`src/hw/rtl/fdm_ram.sv`:
```
// fdm_ram: generic single-write, single-read synchronous memory, registered read.
// No dependencies.
module fdm_ram #(
    parameter int AW = 6,
    parameter int DW = 19
) (
    input  logic          aclk,
    input  logic          we,
    input  logic [AW-1:0] waddr,
    input  logic [DW-1:0] wdata,
    input  logic [AW-1:0] raddr,
    output logic [DW-1:0] rdata
);

    logic [DW-1:0] mem [2**AW];

    always_ff @(posedge aclk) begin
        if (we) begin
            mem[waddr] <= wdata;
        end
        rdata <= mem[raddr];
    end

endmodule

```
`config.mk`:
```
export PLATFORM = sky130hd
export DESIGN_NAME = fdm_ram
export DESIGN_NICKNAME = d
export VERILOG_FILES = /design/src/hw/rtl/fdm_ram.sv
export SDC_FILE = /design/constraint.sdc
export NUM_CORES = 1
export LEC_CHECK = 0
export BUFFER_PORTS_ARGS = -buffer_cell sky130_fd_sc_hd__clkbuf_2
export CAP_MARGIN = 20
export CORE_MARGIN = 2
export CORE_UTILIZATION = 40
export CTS_CLUSTER_SIZE = 40
export DETAILED_ROUTE_END_ITERATION = 12
export GPL_TIMING_DRIVEN = 1
export PLACE_DENSITY = 0.65
export SLEW_MARGIN = 20
export SYNTH_ARGS = -nofsm -noshare
export SYNTH_HDL_FRONTEND = slang
export SYNTH_SLANG_ARGS = --single-unit
```
`constraint.sdc`:
```
create_clock -name aclk -period 7.75 [get_ports aclk]
set_input_delay 1.1625 -clock aclk [delete_from_list [all_inputs] [get_ports aclk]]
set_output_delay 1.1625 -clock aclk [all_outputs]
set_load 0.05 [all_outputs]
```
-- Word-level counts from Yosys, hierarchy flattened
Memory sizes are Yosys's and may differ from the RTL's. A register that Yosys moved wholly into a read port is not among the register bits.
Cells that the tools add are included.
- memories: 1
- output and inout port bits: 19
- ROM bits: 0
- latch bits: 0
- register bits: 0
- RAM bits: 1216
- input port bits: 33
- word-level logic and storage cells: 3
- div/mod/pow operators: 0
- mux-type cells: 2
- equality and inequality tests: 0
- multiply operators: 0
- order comparisons: 0
- reductions and logical operators: 0
- shift-type cells: 0
- bitwise gates (word level): 0
- add/sub/neg operators: 0
- memory list (memory ; words ; width ; rd ports ; clocked after Yosys merged registers in ; wr ports ; RTL line ; RTL):
    mem ; 64 ; 19 ; 1 ; 1 ; 1 ; 15 ; logic [DW-1:0] mem [2**AW];
- operators with widths (operator ; number):
    $mux W1 ; 2

-- Depth between registers and ports, before layout
- word-level depth: 2
- depth in mapped cells: 10
- gate-level depth less buffers: 5

-- Least setup slack after synthesis
Ideal clock, no wire load.
- path type: in2reg
- start: in waddr[3]
- end: mem mem[48][0] (enable)
- stages: 4
- buffers on the path: 1
- setup time: 0.419 ns
- required time: 7.331 ns
- setup slack: 4.342 ns
- arrival time: 2.989 ns
- cell sequence: clkbuf_1 > nor2b_1 > nand4b_1 > nor3_1
- RTL lines (element ; RTL line ; RTL):
    start, declared ; 9 ; input logic [AW-1:0] waddr,
    end, declared ; 15 ;
Straight into the memory's write port.

==> results.py <==
metrics = {
    "synthesis": {
        "ys_ff_latch": 1235,
        "synthAdderAreaFrac": 0,
        "synth_compound_area_frac": 0.02552,
        "syn_inst": 2113,
        "yosysSeqAreaShare": 0.7831,
        "yosysWarnings": 0,
        "synth.distinct_cells": 37,
        "synth_xor_area_frac": 0,
        "syn_area_sq_um": 47110,
        "synth_top_family_by_area": "multiplexers",
        "syn_avg_cell_area_sq_um": 22.30,
        "synthSimpleGateAreaFrac": 0.01503,
        "synthMuxAreaShare": 0.1620,
        "synth_fp_nets": 2146,
    },
    "placed_design": {
        "placed_area_sq_um": 49580,
        "dp_slack_ns": 2.954,
        "gp_congestion": 0.8610,
        "dp_hpwl_um": 62750,
        "numPortBuffers": 51,
    },
    "drt": {
        "drtPass1Iterations": 5,
        "drc": 0,
        "wl_per_cell_um": 28.52,
        "drt_iter0_markers": 3001,
        "dr_total_vias": 22185,
        "routed_wl_um": 110600,
        "ant_nets": 0,
        "viasPerCell": 5.722,
    },
    "sta": {
        "worst_slack_ns": 3.621,
        "finalCriticalPeriod_ns": 4.129,
        "finalSetupTns_ns": 0,
        "period_share": 0.5328,
        "setup_viol": 0,
        "tightestPinTransition_ns": 1.129,
        "rsz0062_at_grt": "no",
        "final-max-slew-violation-count": 0,
        "finalClockSkew_ns": 0.03087,
        "max_freq_ghz": 0.2422,
        "max-slew-margin-rel": 0.2394,
        "hold_viol": 0,
    },
    "global_route": {
        "first_global_vias": 22657,
        "antenna_found_initial": 4,
        "grt_max_degree": 108,
        "grt_usage": 0.1833,
        "grt_overflow": 0,
        "grt_pass1_wl_um": 160300,
    },
    "final_layout": {
        "syn2layout_area_growth_pct": 13.18,
        "final_common_cell": "edfxtp_1",
        "final_nets": 2288,
        "drive_gt1_frac": 0.2802,
        "fin_area_sq_um": 53320,
        "final_util": 0.4576,
        "most-common-layout-cells": "edfxtp_1, mux4_2, mux2i_1",
    },
    "floorplan": {
        "core_sq_um": 116500,
        "die_h_um": 347.2,
        "start_util": 0.4043,
        "rows": 125,
        "ioPinCount": 52,
        "die_w_um": 347.2,
        "dieArea_sq_um": 120500,
    },
    "setup_path": {
        "critPathCaptureType": "flop",
        "worstPathRequired_ns": 8.33,
        "critical_path_arrival_ns": 4.71,
        "cp-start-kind": "primary input",
        "worst-setup-path-type": "primary input to flop",
        "worst-path-max-fanout": 107,
    },
    "cts": {
        "clock_latency_ns": 0.68,
        "h-tree-depth": 3,
        "cts-root-buf": "clkbuf_16",
        "cts_tree": "built",
        "path_clk_slew_ns": 0.06,
        "clock_path_buffers": 3,
        "hold_buffers": 0,
        "clock-sinks": 1235,
        "postCtsSetupBuffers": 0,
        "cts_resized": 0,
        "cts_buffers": 115,
    },
    "status": {
        "run_status": "finished clean",
    },
    "power_and_ir_drop": {
        "powerDensity_nw_per_um2": 257.3,
        "power.total_mw": 13.72,
        "ir_worst_vdd_uv": 184.2,
        "p_leak_nw": 16.74,
    },
    "worst_hold_path": {
        "min_path_type": "flop to flop",
    },
    "job": {
        "maxCapViolCount": 0,
    },
}
power breakdown:
group | switching (mW) | internal (mW) | total [mW]
registers | 0.0422 | 7.39 | 7.44
logic | 0.461 | 0.239 | 0.699
clock network | 2.34 | 3.25 | 5.59
stage by stage:
step	instances	hold slack (ns)
floorplan	2113	0.6789
global placement	3662	0.7099
detailed placement	3662	0.7581
CTS	3876	0.7756
global route	3876	0.8443
finish	3877	0.7877
kinds of logic (layout without fill, tap and decap cells):
logic type	after synthesis	in the layout
flip-flops	1235	1235
multiplexers	427	427
AO/OA/AOI/OAI	179	179
AND/OR/NAND/NOR	152	152
buffers and inverters	120	359
other	0	1
cell usage after synthesis:
master,n,area share
nand2_1,13,0.0010
dfxtp_1,19,0.0081
nor2_1,81,0.0065
nor2_2,1,0.00013
a211oi_1,10,0.0016
or2_2,2,0.00027
nand4b_1,1,0.00019
o22ai_1,36,0.0048
nor3b_1,2,0.00032
a221oi_1,4,0.00074
mux2_2,23,0.0055
edfxtp_1,1216,0.78
mux4_2,266,0.13
o21ai_0,33,0.0035
nand4_1,2,0.00027
or3_1,1,0.00013
nand3b_1,4,0.00064
a22oi_1,44,0.0070
nor3_1,12,0.0013
or3b_2,2,0.00037
and2_1,1,0.00013
a21oi_1,4,0.00042
a22o_1,2,0.00037
nor2b_1,7,0.00093
a31oi_1,22,0.0029
buf_6,13,0.0031
nand3_1,6,0.00064
o31ai_1,11,0.0018
and3_1,11,0.0015
a311oi_1,2,0.00037
mux2i_1,138,0.029
buf_2,34,0.0036
buf_1,4,0.00032
nand2b_1,6,0.00080
buf_4,23,0.0037
o22a_1,11,0.0020
clkbuf_1,46,0.0037
area by class of cell:
cell class,instances,area (sq um)
tap,1524,1907
antenna,1,2.502
clock inverter,63,585.6
multi-input combinational,758,9749
sequential,1235,36900
timing repair buffer,145,1025
fill,9524,63200
clock buffer,151,3158
state kept, by name (all words and copies together), names as in the netlist:
name   flops
rdata     19
mem     1216
worst max-delay path, stage by stage:
cell and delay, ns:
buf_8 0.66, buf_4 0.81, nor2b_2 0.27, buf_4 0.35, a22oi_1 0.16, a31oi_1 0.36, o21ai_0 0.46, and3_1 0.30
routing by layer:
metal,global-route usage,vias to the layer above,routed length [um]
met5,0,-,7
met4,0.05608,2,3061
met3,0.03986,155,9500
met2,0.2906,949,52700
met1,0.2550,11859,45310
li1,-,9220,-
final timing paths:
| kind | cells past startpoint | slack [ns] | endpoint | from |
|---|---|---|---|---|
| worst max-delay path | 8 | 3.62 | rdata[18] | raddr[2] |
| worst min-delay path | 4 | 0.79 | rdata[13] | mem[59][13] |
| worst max register to register | 5 | 5.38 | rdata[11] | mem[35][11] |
| worst min register to register | 4 | 0.79 | rdata[13] | mem[59][13] |
Power figures use the tool's default switching activity.
