**src/hw/rtl/fdm_pkg.sv**
```systemverilog
// fdm_pkg: types, constants and helper functions shared by the frame difference
// motion grid block. No dependencies.
package fdm_pkg;

    localparam int MAX_WIDTH     = 512;
    localparam int MAX_HEIGHT    = 512;
    localparam int MAX_GRID_COLS = 8;
    localparam int MAX_GRID_ROWS = 7;
    localparam int NCELLS        = MAX_GRID_COLS * MAX_GRID_ROWS;

    localparam int COL_W  = $clog2(MAX_WIDTH);
    localparam int LINE_W = $clog2(MAX_HEIGHT);
    localparam int ADDR_W = COL_W + LINE_W;
    localparam int CELL_W = $clog2(NCELLS);
    localparam int CNT_W  = 19;
    localparam logic [CNT_W-1:0] CNT_MAX = {CNT_W{1'b1}};

    // percent scale: 100 * 256 per cell
    localparam logic [14:0] PCT_SCALE = 15'd25600;
    localparam int SCALE_W = 21;
    localparam int TOTAL_W = 19;
    localparam int NUM_W   = CNT_W + SCALE_W;

    // register indexes
    localparam logic [2:0] CFG_THRESHOLD = 3'd0;
    localparam logic [2:0] CFG_FROZEN    = 3'd1;
    localparam logic [2:0] CFG_FORMAT    = 3'd2;
    localparam logic [2:0] CFG_WIDTH     = 3'd3;
    localparam logic [2:0] CFG_HEIGHT    = 3'd4;
    localparam logic [2:0] CFG_COLS      = 3'd5;
    localparam logic [2:0] CFG_ROWS      = 3'd6;
    localparam logic [2:0] CFG_ZERO      = 3'd7;

    // pixel formats
    localparam logic [1:0] FMT_MONO = 2'd0;
    localparam logic [1:0] FMT_RGB  = 2'd1;
    localparam logic [1:0] FMT_ARGB = 2'd2;
    localparam logic [1:0] FMT_RGBA = 2'd3;

    localparam logic KIND_PIXEL = 1'b0;
    localparam logic KIND_CELL  = 1'b1;

    typedef enum logic [3:0] {
        ST_IDLE,
        ST_CELL,
        ST_CMP,
        ST_INC,
        ST_PIX,
        ST_CRD,
        ST_CMUL,
        ST_DSTART,
        ST_DIV,
        ST_COUT
    } fdm_state_t;

    typedef struct packed {
        logic        done;
        logic [15:0] quo;
    } fdm_div_status_t;

    function automatic logic [15:0] fdm_luma(input logic [1:0] fmt,
                                             input logic [7:0] b0, input logic [7:0] b1,
                                             input logic [7:0] b2, input logic [7:0] b3);
        logic [7:0] r, g, b;
        logic [15:0] sum;
        begin
            r = b0;
            g = b1;
            b = b2;
            if (fmt == FMT_ARGB) begin
                r = b1;
                g = b2;
                b = b3;
            end
            sum = 16'(r) * 16'd77 + 16'(g) * 16'd151 + 16'(b) * 16'd28;
            fdm_luma = (fmt == FMT_MONO) ? {b0, 8'd0} : sum;
        end
    endfunction

    // floor(x / d) for a quotient known to stay below 8
    function automatic logic [2:0] fdm_div8(input logic [12:0] x, input logic [9:0] d);
        logic [12:0] rem;
        logic [12:0] dsh;
        logic [2:0]  q;
        begin
            rem = x;
            q = 3'd0;
            for (int i = 2; i >= 0; i--) begin
                dsh = 13'(d) << i;
                if (rem >= dsh) begin
                    rem = rem - dsh;
                    q[i] = 1'b1;
                end
            end
            fdm_div8 = q;
        end
    endfunction

endpackage

```
**src/hw/rtl/fdm_div.sv**
```systemverilog
// fdm_div: bit-serial restoring divider for the cell percentages, one quotient
// bit per cycle, saturating at 65535. Depends on fdm_pkg.
module fdm_div
    import fdm_pkg::*;
(
    input  logic                 aclk,
    input  logic                 aresetn,
    input  logic                 start,
    input  logic [NUM_W-1:0]     num,
    input  logic [TOTAL_W-1:0]   den,
    output fdm_div_status_t      status
);

    localparam int QW = 17;

    logic [NUM_W-1:0]       rem_reg;
    logic [TOTAL_W+QW-2:0]  dsr_reg;
    logic [QW-1:0]          quo_reg;
    logic [4:0]             step_reg;
    logic                   busy_reg;
    logic                   done_reg;
    logic                   sat_reg;

    always_ff @(posedge aclk) begin
        if (!aresetn) begin
            busy_reg <= 1'b0;
            done_reg <= 1'b0;
        end else begin
            done_reg <= 1'b0;
            if (start) begin
                busy_reg <= 1'b1;
                step_reg <= 5'(QW - 1);
                rem_reg  <= num;
                dsr_reg  <= {den, {(QW-1){1'b0}}};
                quo_reg  <= '0;
                sat_reg  <= num >= NUM_W'({den, {QW{1'b0}}});
            end else if (busy_reg) begin
                if (rem_reg >= NUM_W'(dsr_reg)) begin
                    rem_reg <= rem_reg - NUM_W'(dsr_reg);
                    quo_reg <= {quo_reg[QW-2:0], 1'b1};
                end else begin
                    quo_reg <= {quo_reg[QW-2:0], 1'b0};
                end
                dsr_reg  <= dsr_reg >> 1;
                step_reg <= step_reg - 5'd1;
                if (step_reg == 5'd0) begin
                    busy_reg <= 1'b0;
                    done_reg <= 1'b1;
                end
            end
        end
    end

    assign status.done = done_reg;
    assign status.quo  = (sat_reg || quo_reg[QW-1]) ? 16'hFFFF : quo_reg[15:0];

endmodule

```
**config.mk**
```make
export PLATFORM = sky130hd
export DESIGN_NAME = fdm_div
export DESIGN_NICKNAME = d
export VERILOG_FILES = /design/src/hw/rtl/fdm_pkg.sv /design/src/hw/rtl/fdm_div.sv
export SDC_FILE = /design/constraint.sdc
export NUM_CORES = 1
export LEC_CHECK = 0
export BUFFER_PORTS_ARGS = -buffer_cell sky130_fd_sc_hd__buf_4
export CAP_MARGIN = 40
export CORE_ASPECT_RATIO = 0.7
export CORE_MARGIN = 2
export CORE_UTILIZATION = 30
export DETAILED_ROUTE_END_ITERATION = 10
export GPL_ROUTABILITY_DRIVEN = 0
export HOLD_SLACK_MARGIN = 0.08
export PLACE_DENSITY = 0.44
export SETUP_SLACK_MARGIN = 0.4
export SYNTH_ARGS = -nofsm -noshare
export SYNTH_HDL_FRONTEND = slang
export SYNTH_SLANG_ARGS = --single-unit
```
**constraint.sdc**
```tcl
create_clock -name aclk -period 4.7 [get_ports aclk]
set_input_delay 0.235 -clock aclk [delete_from_list [all_inputs] [get_ports aclk]]
set_output_delay 0.235 -clock aclk [all_outputs]
set_load 0.02 [all_outputs]
```
[Yosys cells after proc, flatten, opt, wreduce, memory -nomap -nowiden]
Index checks and enable logic that the tools add are counted.
Word-level totals
  bits in registers: 100
  memory bits (writable): 0
  memory bits (read-only): 0
  memories: 0
  latch bits: 0
  output and inout port bits: 17
  logic and storage cells: 35
Operators by class
  bitwise gates (word level): 2
  muxes and demuxes: 13
  equal/unequal tests: 0
  reduce and logical (&&, ||, !) cells: 8
  divide/modulo/power cells: 0
  multipliers: 0
  add/sub/neg operators: 2
  order comparisons: 2
  shift operators: 0
Operator list (number)
  $mux 40: 3
  $mux 35: 2
  $ge 40x35->1: 1
  $ge 40x36->1: 1
  $sub 40x35->40: 1
  $mux 17: 1
  $mux 16: 1
  $logic_not 5->1: 1
  $mux 1: 5
  $mux 5: 1
  $sub 5x1->5 const B: 1
  $reduce_and 2->1: 2
  $reduce_bool 2->1: 2
  $reduce_and 3->1: 1
  $reduce_or 3->1: 1
  $not 1->1: 2
  $logic_or 1x1->1: 1

[Logic depth before layout (Yosys ltp)]
Gate-level depths: netlist of the first run.
  depth in word-level cells: 4
  depth in mapped cells: 11
  depth with buffers taken out: 11

[Worst setup path after synthesis of the first run]
OpenSTA, ideal clock, no wires.
  path type: register to register
  start point: reg dsr_reg[0]
  end point: reg rem_reg[0], enable pin
  setup time: 462 ps
  cell stages (with the launch flop): 11
  data arrival time: 4184 ps
  clock period less this slack: 4646 ps
  setup slack: 54 ps
  buffers on the path: 0
  data required time: 4238 ps
  cells stage by stage: edfxtp_1 ha_1 fa_1 nor2b_1 o21ai_1 a21oi_1 o21a_1 o21ai_1 a21oi_1 o21ai_0 a31oi_1
On the way
  cells in the longest elaborated chain, start to end: 3
Ends and longest elaborated chain
  start: declaration: line fdm_div.sv:17  | logic [TOTAL_W+QW-2:0] dsr_reg;
  start signal: assignment: line fdm_div.sv:34  | dsr_reg <= {den, {(QW-1){1'b0}}};
  start signal: assignment: line fdm_div.sv:44  | dsr_reg <= dsr_reg >> 1;
  $ge 40x35->1: line fdm_div.sv:38  | if (rem_reg >= NUM_W'(dsr_reg)) begin
  $reduce_bool 2->1 (no line)
  $reduce_and 3->1 (no line)
  end signal: assignment: line fdm_div.sv:33  | rem_reg <= num;
  end signal: assignment: line fdm_div.sv:39  | rem_reg <= rem_reg - NUM_W'(dsr_reg);
  end: declaration: line fdm_div.sv:16  | logic [NUM_W-1:0] rem_reg;
Every way passes these cells.
A chain may end at the register's enable or synchronous reset.

[Worst setup path after layout of the first run]
  start point: reg dsr_reg[0]
  end point: reg rem_reg[23], enable pin
The elaborated chain is that of the path after synthesis.

==> out/summary.log, run 1 <==
qor: status.status complete, no violations
qor: logic_synthesis.synth_simple_gate_area_share 18.0%
qor: worst_hold_path.hold_path_end done_reg
qor: worst_setup_path.timing.critical_path.fanout_max 20
qor: layout.finalNetCount 947
qor: run.maxCapViolCount 0
qor: worst_setup_path.r2r_setup_slack 1510 ps
qor: clocking.worstSkewPairLatency 370 ps
qor: worst_setup_path.timing.rr.end rem_reg[23]
qor: clocking.cts_htree_levels 3
qor: sta.setup_violations 0
qor: drt.antenna_violating_nets_post_route 0
qor: logic_synthesis.ys_seq_area_share 43.0%
qor: clocking.clock_sink_count 100
qor: logic_synthesis.synthDominantAreaCellType sky130_fd_sc_hd__edfxtp_1
qor: logic_synthesis.ys_seq_elements 100
qor: logic_synthesis.syn_nets 883
qor: worst_setup_path.worst_r2r_startpoint dsr_reg[0]
qor: sta.rsz0062_at_grt no
qor: logic_synthesis.synthesis.yosys.warnings 0
qor: worst_setup_path.critical_path.max_stage_delay 410 ps
qor: global_route.grt_antenna_before_repair 0
qor: global_route.gr-usage-all-layers 15.2%
qor: layout.ff_latch_area 2980 um2
qor: logic_synthesis.synth.top_cell.area_share 42.4%
qor: sta.final.hold.worst_slack 149 ps
qor: sta.timing.final.hold_violations 0
qor: layout.utilization 36.0%
qor: worst_setup_path.end_kind flop
qor: sta.final.period_utilization 67.9%
qor: worst_setup_path.path_cells ha_1, fa_1, nor2b_1, o21ai_1, a21oi_1, o21a_1, o21ai_1, a21oi_1, o21ai_0, a31oi_4, buf_4
qor: logic_synthesis.synth_compound_gate_area_share 19.5%
qor: clocking.cts.reportedPaths.clkPinSlew 80 ps
qor: sta.fin_worst_skew 8.61 ps
qor: sta.max-slew-margin-rel 49.8%
qor: global_route.number_of_global_route_vias_before_repair 5600
qor: logic_synthesis.combinational_family_with_the_most_area_after_synthesis compound AO/OA/AOI/OAI gates
qor: floorplan.dieWidth 186 um
qor: clocking.clock-root-buffer sky130_fd_sc_hd__clkbuf_16
qor: logic_synthesis.synth_most_common_cell sky130_fd_sc_hd__edfxtp_1
qor: sta.maximum_operating_frequency 313 MHz
qor: global_route.grt_pass1_wl 29.5 mm
qor: drt.drt_pre_antenna_iters 5
qor: floorplan.floorplan.io_pins 79
qor: placement.place.port_buffers 78
qor: drt.route.detailed.vias_per_inst 5.02
qor: sta.least_margin_pin_slew 754 ps
qor: drt.dr.first_iter.drc_count 316
qor: layout.layout-area-overhead-vs-synth 17.8%
qor: worst_hold_path.min-delay-path-class input pin to flop
qor: logic_synthesis.post_synthesis_area_per_instance 9.07 um2
qor: clocking.cts_tree done
qor: placement.place_inst 1130
qor: logic_synthesis.post_synthesis_share_of_cell_area_spent_on_xor_and_xnor_gates 2.65%
qor: power.p_leak 3.37 nW
qor: logic_synthesis.postSynthCellCount 765
qor: sta.finalSetupTns 0 ps
qor: layout.fin_cells 1146
qor: worst_setup_path.timing.reg2reg.worst_path_depth 11
qor: worst_setup_path.critPathLaunchType flop
qor: clocking.cts_resized 0
qor: layout.insertedDiodeCount 0
qor: drt.via_count 5749
qor: power.worst_ir_drop_on_vdd 0.173 mV
qor: global_route.grt_start_max_net_pins 79
qor: clocking.clockBufferDepth 2
qor: clocking.cts_hold_buffers 0
qor: power.cellPowerDensity 323 nW/um2
qor: drt.avgRoutedWirePerCell 15.9 um
qor: floorplan.initial_core_util 30.6%
qor: layout.multiInputGateArea 3550 um2
qor: logic_synthesis.yosysUniqueCellTypes 67
qor: floorplan.placeableCoreArea 22700 um2
qor: worst_hold_path.min-delay-start aresetn
qor: logic_synthesis.synth.top_cells.by_area sky130_fd_sc_hd__edfxtp_1 42%, sky130_fd_sc_hd__ha_1 9.9%, sky130_fd_sc_hd__o21ai_0 5.0%
qor: logic_synthesis.ys_dominant_reg_cell sky130_fd_sc_hd__edfxtp_1
qor: drt.drt-total-wl 18.2 mm
qor: clocking.numCtsBuffers 9
qor: worst_setup_path.worstPathRequired 4740 ps
qor: logic_synthesis.synth_edf_count 98
qor: clocking.cts_setup_buffers 0
qor: layout.flip_flop_count_of_the_largest_register_all_copies_and_words_added 40
qor: sta.slew_viol_final 0
qor: worst_hold_path.timing.hold.worst_path_depth 3
qor: logic_synthesis.synth.cell_area 6940 um2
qor: placement.hpwlAfterDp 13.9 mm
qor: drt.drc_errors 0
qor: floorplan.floorplan.rows 46
qor: sta.timing.final.crit_period 3190 ps
qor: floorplan.die_h 131 um
qor: global_route.gr-total-overflow 0
qor: worst_setup_path.critical_path.slowest_cell sky130_fd_sc_hd__fa_1
qor: floorplan.design.die.area 24400 um2
qor: worst_setup_path.worst-setup-path-type flop to flop
qor: layout.post_route_cells_drive_above_1_share 13.8%
qor: power.power 2.64 mW
qor: logic_synthesis.synthMuxAreaShare 0.595%
qor: logic_synthesis.netlist_top_cells_count 98 x sky130_fd_sc_hd__edfxtp_1, 91 x sky130_fd_sc_hd__nand2_1, 76 x sky130_fd_sc_hd__inv_1, 69 x sky130_fd_sc_hd__o21ai_0, 56 x sky130_fd_sc_hd__nor2_1
qor: layout.filler_cell_count 2361
qor: logic_synthesis.synth_fa_ha_area_share 10.2%
qor: logic_synthesis.async_flop_share 0%
qor: worst_setup_path.critPathArrivalTime 3240 ps
==> stage by stage <==
| stage | setup slack [ps] | area (um2) |
|---|---|---|
| global route | 1250 | 8170 |
| finish | 1510 | 8170 |
| detailed placement | 1520 | 7880 |
| floorplan | 1000 | 6940 |
| global placement | 1660 | 7830 |
| CTS | 1490 | 8170 |
==> power breakdown <==
group / internal (mW) / switching (mW)
combinational: 0.306 / 0.460
sequential: 1.08 / 0.0302
clock: 0.385 / 0.380
==> worst max path at each step <==
stage | from | to | slack (ps) | depth (start not counted)
2_1_floorplan | dsr_reg[0] | rem_reg[0] | 1000 | 10
3_3_place_gp | rem_reg[0] | rem_reg[18] | 1660 | 12
3_5_place_dp | dsr_reg[0] | rem_reg[21] | 1520 | 11
4_1_cts | dsr_reg[0] | rem_reg[22] | 1490 | 11
5_1_grt | rem_reg[15] | rem_reg[22] | 1250 | 8
6_report | dsr_reg[0] | rem_reg[23] | 1510 | 11
==> cell type report <==
| class | instances | share of cell area (%) |
|---|---|---|
| clock inverters | 6 | 0.674 |
| well taps | 312 | 4.78 |
| inverters | 76 | 3.49 |
| multi-input cells | 558 | 43.5 |
| flip-flops and latches | 100 | 36.5 |
| clock buffers | 10 | 2.93 |
| repair buffers | 84 | 8.12 |
==> layer usage <==
layer / vias to the layer above / share of wire, % / GRT usage [%]
met1: 2729 / 54 / 23.0
li1: 2892 / - / -
met4: 0 / 1.0 / 3.67
met5: - / 0 / 0
met2: 115 / 41 / 22.1
met3: 13 / 4.0 / 2.88
==> cells in the final DEF, fill, tap and decap left out, types with 4 or more instances in the layout <==
cell	instances
sky130_fd_sc_hd__edfxtp_1	98
sky130_fd_sc_hd__nand2_1	91
sky130_fd_sc_hd__buf_4	82
sky130_fd_sc_hd__inv_1	75
sky130_fd_sc_hd__o21ai_0	69
sky130_fd_sc_hd__nor2_1	56
sky130_fd_sc_hd__ha_1	55
sky130_fd_sc_hd__a21oi_1	54
sky130_fd_sc_hd__or3_1	21
sky130_fd_sc_hd__a21o_1	20
sky130_fd_sc_hd__nor2b_1	20
sky130_fd_sc_hd__nor3_1	17
sky130_fd_sc_hd__xnor2_1	15
sky130_fd_sc_hd__nand4_1	13
sky130_fd_sc_hd__nand3_1	13
sky130_fd_sc_hd__o21bai_1	9
sky130_fd_sc_hd__clkbuf_16	9
sky130_fd_sc_hd__o21a_1	8
sky130_fd_sc_hd__o31ai_1	8
sky130_fd_sc_hd__xor2_1	6
sky130_fd_sc_hd__nor4_1	6
sky130_fd_sc_hd__nand2b_1	5
sky130_fd_sc_hd__o211ai_1	5
sky130_fd_sc_hd__a211oi_1	4
sky130_fd_sc_hd__o21ai_1	4
sky130_fd_sc_hd__a31oi_1	4
sky130_fd_sc_hd__and3_1	4
==> worst max-delay path, delay by kind of cell, from the launching register on <==
kind,cells,cell delay [ps]
DFF,1,370
adders and majority gates,2,630
AOI/OAI and AO/OA,7,1390
buffers and inverters,1,330
and+or+nand+nor,1,130
==> kinds of logic (layout without fill, tap and decap cells) <==
logic type      Yosys count  in the layout
simple gates            261            261
compound gates          216            216
buf+inv                 107            176
flops                   100            100
fa+ha+maj                56             56
xor+xnor                 21             21
mux                       4              4
No activity file was read; power rests on OpenSTA's default activity.
==> run 2: changes to the inputs <==
==> constraint.sdc (replaced) <==
create_clock -name aclk -period 2.9 [get_ports aclk]
set_input_delay 0.145 -clock aclk [delete_from_list [all_inputs] [get_ports aclk]]
set_output_delay 0.145 -clock aclk [all_outputs]
set_load 0.02 [all_outputs]
==> out/summary.log, run 2 (synthesis results as in run 1) <==
qor: status.status complete, no violations [unchanged]
qor: clocking.cts_htree_levels 3 [unchanged]
qor: worst_setup_path.critPathLaunchType flop [unchanged]
qor: layout.finalNetCount 1009 [was 947]
qor: worst_setup_path.r2r_setup_slack 140 ps [was 1510 ps]
qor: drt.route.detailed.vias_per_inst 4.99 [was 5.02]
qor: sta.setup_violations 0 [unchanged]
qor: run.maxCapViolCount 0 [unchanged]
qor: floorplan.floorplan.io_pins 79 [unchanged]
qor: global_route.grt_antenna_before_repair 0 [unchanged]
qor: worst_setup_path.timing.critical_path.fanout_max 6 [was 20]
qor: layout.flip_flop_count_of_the_largest_register_all_copies_and_words_added 40 [unchanged]
qor: floorplan.dieWidth 186 um [unchanged]
qor: global_route.gr-usage-all-layers 16.8% [was 15.2%]
qor: drt.dr.first_iter.drc_count 351 [was 316]
qor: global_route.gr-total-overflow 0 [unchanged]
qor: sta.maximum_operating_frequency 362 MHz [was 313 MHz]
qor: sta.final.period_utilization 95.3% [was 67.9%]
qor: drt.avgRoutedWirePerCell 16.8 um [was 15.9 um]
qor: drt.drc_errors 0 [unchanged]
qor: clocking.cts_tree done [unchanged]
qor: drt.drt-total-wl 20.3 mm [was 18.2 mm]
qor: global_route.number_of_global_route_vias_before_repair 5971 [was 5600]
qor: floorplan.die_h 131 um [unchanged]
qor: clocking.cts.reportedPaths.clkPinSlew 80 ps [about the same]
qor: worst_setup_path.critical_path.slowest_cell sky130_fd_sc_hd__edfxtp_1 [was sky130_fd_sc_hd__fa_1]
qor: power.p_leak 3.76 nW [was 3.37 nW]
qor: clocking.clock_sink_count 100 [unchanged]
qor: placement.place.port_buffers 78 [unchanged]
qor: layout.utilization 41.1% [was 36.0%]
qor: sta.rsz0062_at_grt yes [was no]
qor: sta.slew_viol_final 0 [unchanged]
qor: sta.finalSetupTns 0 ps [unchanged]
qor: floorplan.initial_core_util 30.6% [unchanged]
qor: floorplan.floorplan.rows 46 [unchanged]
qor: worst_setup_path.critPathArrivalTime 2840 ps [was 3240 ps]
qor: worst_setup_path.critical_path.max_stage_delay 390 ps [was 410 ps]
qor: drt.antenna_violating_nets_post_route 0 [unchanged]
qor: sta.timing.final.crit_period 2760 ps [was 3190 ps]
qor: layout.layout_commonest_cell sky130_fd_sc_hd__buf_4 [was sky130_fd_sc_hd__edfxtp_1]
qor: floorplan.design.die.area 24400 um2 [unchanged]
qor: worst_setup_path.worst-setup-path-type flop to flop [unchanged]
qor: sta.fin_worst_skew 11.1 ps [was 8.61 ps]
qor: worst_setup_path.path_cells ha_2, fa_2, nor2b_2, o21ai_2, a21oi_4, o21a_1, o21ai_4, a21oi_4, o21ai_4, a31oi_4, buf_6, buf_12, buf_16 [was ha_1, fa_1, nor2b_1, o21ai_1, a21oi_1, o21a_1, o21ai_1, a21oi_1, o21ai_0, a31oi_4, buf_4]
qor: floorplan.placeableCoreArea 22700 um2 [unchanged]
qor: drt.drt_pre_antenna_iters 5 [unchanged]
qor: layout.layout-area-overhead-vs-synth 34.5% [was 17.8%]
qor: sta.timing.final.hold_violations 0 [unchanged]
qor: placement.hpwlAfterDp 14.6 mm [was 13.9 mm]
qor: layout.layout.cells.most_common_list 119 x sky130_fd_sc_hd__buf_4, 98 x sky130_fd_sc_hd__edfxtp_1, 88 x sky130_fd_sc_hd__nand2_1 [was 98 x sky130_fd_sc_hd__edfxtp_1, 91 x sky130_fd_sc_hd__nand2_1, 82 x sky130_fd_sc_hd__buf_4]
qor: sta.max-slew-margin-rel 54.1% [was 49.8%]
qor: worst_setup_path.worstPathRequired 2980 ps [was 4740 ps]
qor: global_route.grt_pass1_wl 32.1 mm [was 29.5 mm]
qor: worst_hold_path.min-delay-path-class input pin to flop [unchanged]
qor: clocking.numCtsBuffers 9 [unchanged]
qor: clocking.clockBufferDepth 2 [unchanged]
qor: drt.via_count 6025 [was 5749]
qor: clocking.worstSkewPairLatency 360 ps [was 370 ps]
qor: clocking.clock-root-buffer sky130_fd_sc_hd__clkbuf_16 [unchanged]
qor: sta.least_margin_pin_slew 688 ps [was 754 ps]
qor: worst_setup_path.end_kind flop [unchanged]
qor: layout.insertedDiodeCount 0 [unchanged]
qor: power.cellPowerDensity 506 nW/um2 [was 323 nW/um2]
qor: power.worst_ir_drop_on_vdd 0.287 mV [was 0.173 mV]
qor: layout.post_route_cells_drive_above_1_share 27.0% [was 13.8%]
qor: global_route.grt_start_max_net_pins 70 [was 79]
-- run 2: cell types whose count changed in the layout (fill, tap and decap cells not counted), sizes merged --
| cell | previous run | this run |
|---|---|---|
| clkbuf | 10 | 12 |
| buf | 84 | 135 |
| clkinv | 1 | 2 |
| clkinvlp | 2 | 1 |
| dlygate4sd3 | 0 | 10 |
| inv | 79 | 77 |
| bufinv | 0 | 1 |
-- run 2: through the flow --
step	std cells	hold slack, ps	instance area [um2]	total power [mW]	setup WS (ps)
after CTS	1200	80.8	8920	4.59	164
final	1208	82.6	9330	4.72	135
after detailed placement	1148	439	8020	3.12	20.3
after global placement	1146	432	8010	3.12	25.7
after global routing	1208	84.2	9330	4.98	11.0
after floorplan	765	295	6980	2.70	33.2
-- run 2: per-layer routing --
layer | wire length, um | vias to the layer above | global-route usage [%]
met3 | 801 | 12 | 2.77
met1 | 10500 | 2867 | 25.2
met5 | 0 | - | 0
li1 | - | 3022 | -
met4 | 164 | 0 | 3.02
met2 | 8860 | 124 | 25.4
-- run 2: worst paths after layout --
| path | start | end | cells after the start |
|---|---|---|---|
| setup / recovery | dsr_reg[0] | rem_reg[20] | 13 |
| hold / removal | den[11] | dsr_reg[27] | 3 |
| setup reg to reg | dsr_reg[0] | rem_reg[20] | 13 |
| hold reg to reg | busy_reg | done_reg | 2 |
-- run 2: final cells by class --
cell class / instances / area [um2]
clock buffers: 11 / 243
clock inverters: 5 / 60.1
fillers: 2289 / 13300
inverters: 76 / 285
multi-input cells: 558 / 4100
flip-flops and latches: 100 / 2980
well taps: 312 / 390
repair buffers: 146 / 1270
-- run 2: timing repair --
item / in CTS / in global routing
setup buffers: 23 / 7
gates resized for setup: 53 / 67
endpoints found under the setup margin: 63 / 67
cloned: 3 / 1
hold buffers: 10 / 0
hold endpoints to repair: 10 / 0
pin swaps: 20 / 38
-- run 2: report_power, final --
part	internal (mW)	switching [mW]	total [mW]	leakage, nW
clock	0.698	0.585	1.28	0.146
sequential	1.75	0.0576	1.81	0.966
combinational	0.722	0.908	1.63	2.65
-- run 2: critical path: cells and delay by family (launching register included) --
| family | cells | cell delay, ps |
|---|---|---|
| adders and majority gates | 2 | 550 |
| DFF | 1 | 390 |
| AOI/OAI and AO/OA | 7 | 1030 |
| and+or+nand+nor | 1 | 130 |
| buffers and inverters | 3 | 370 |
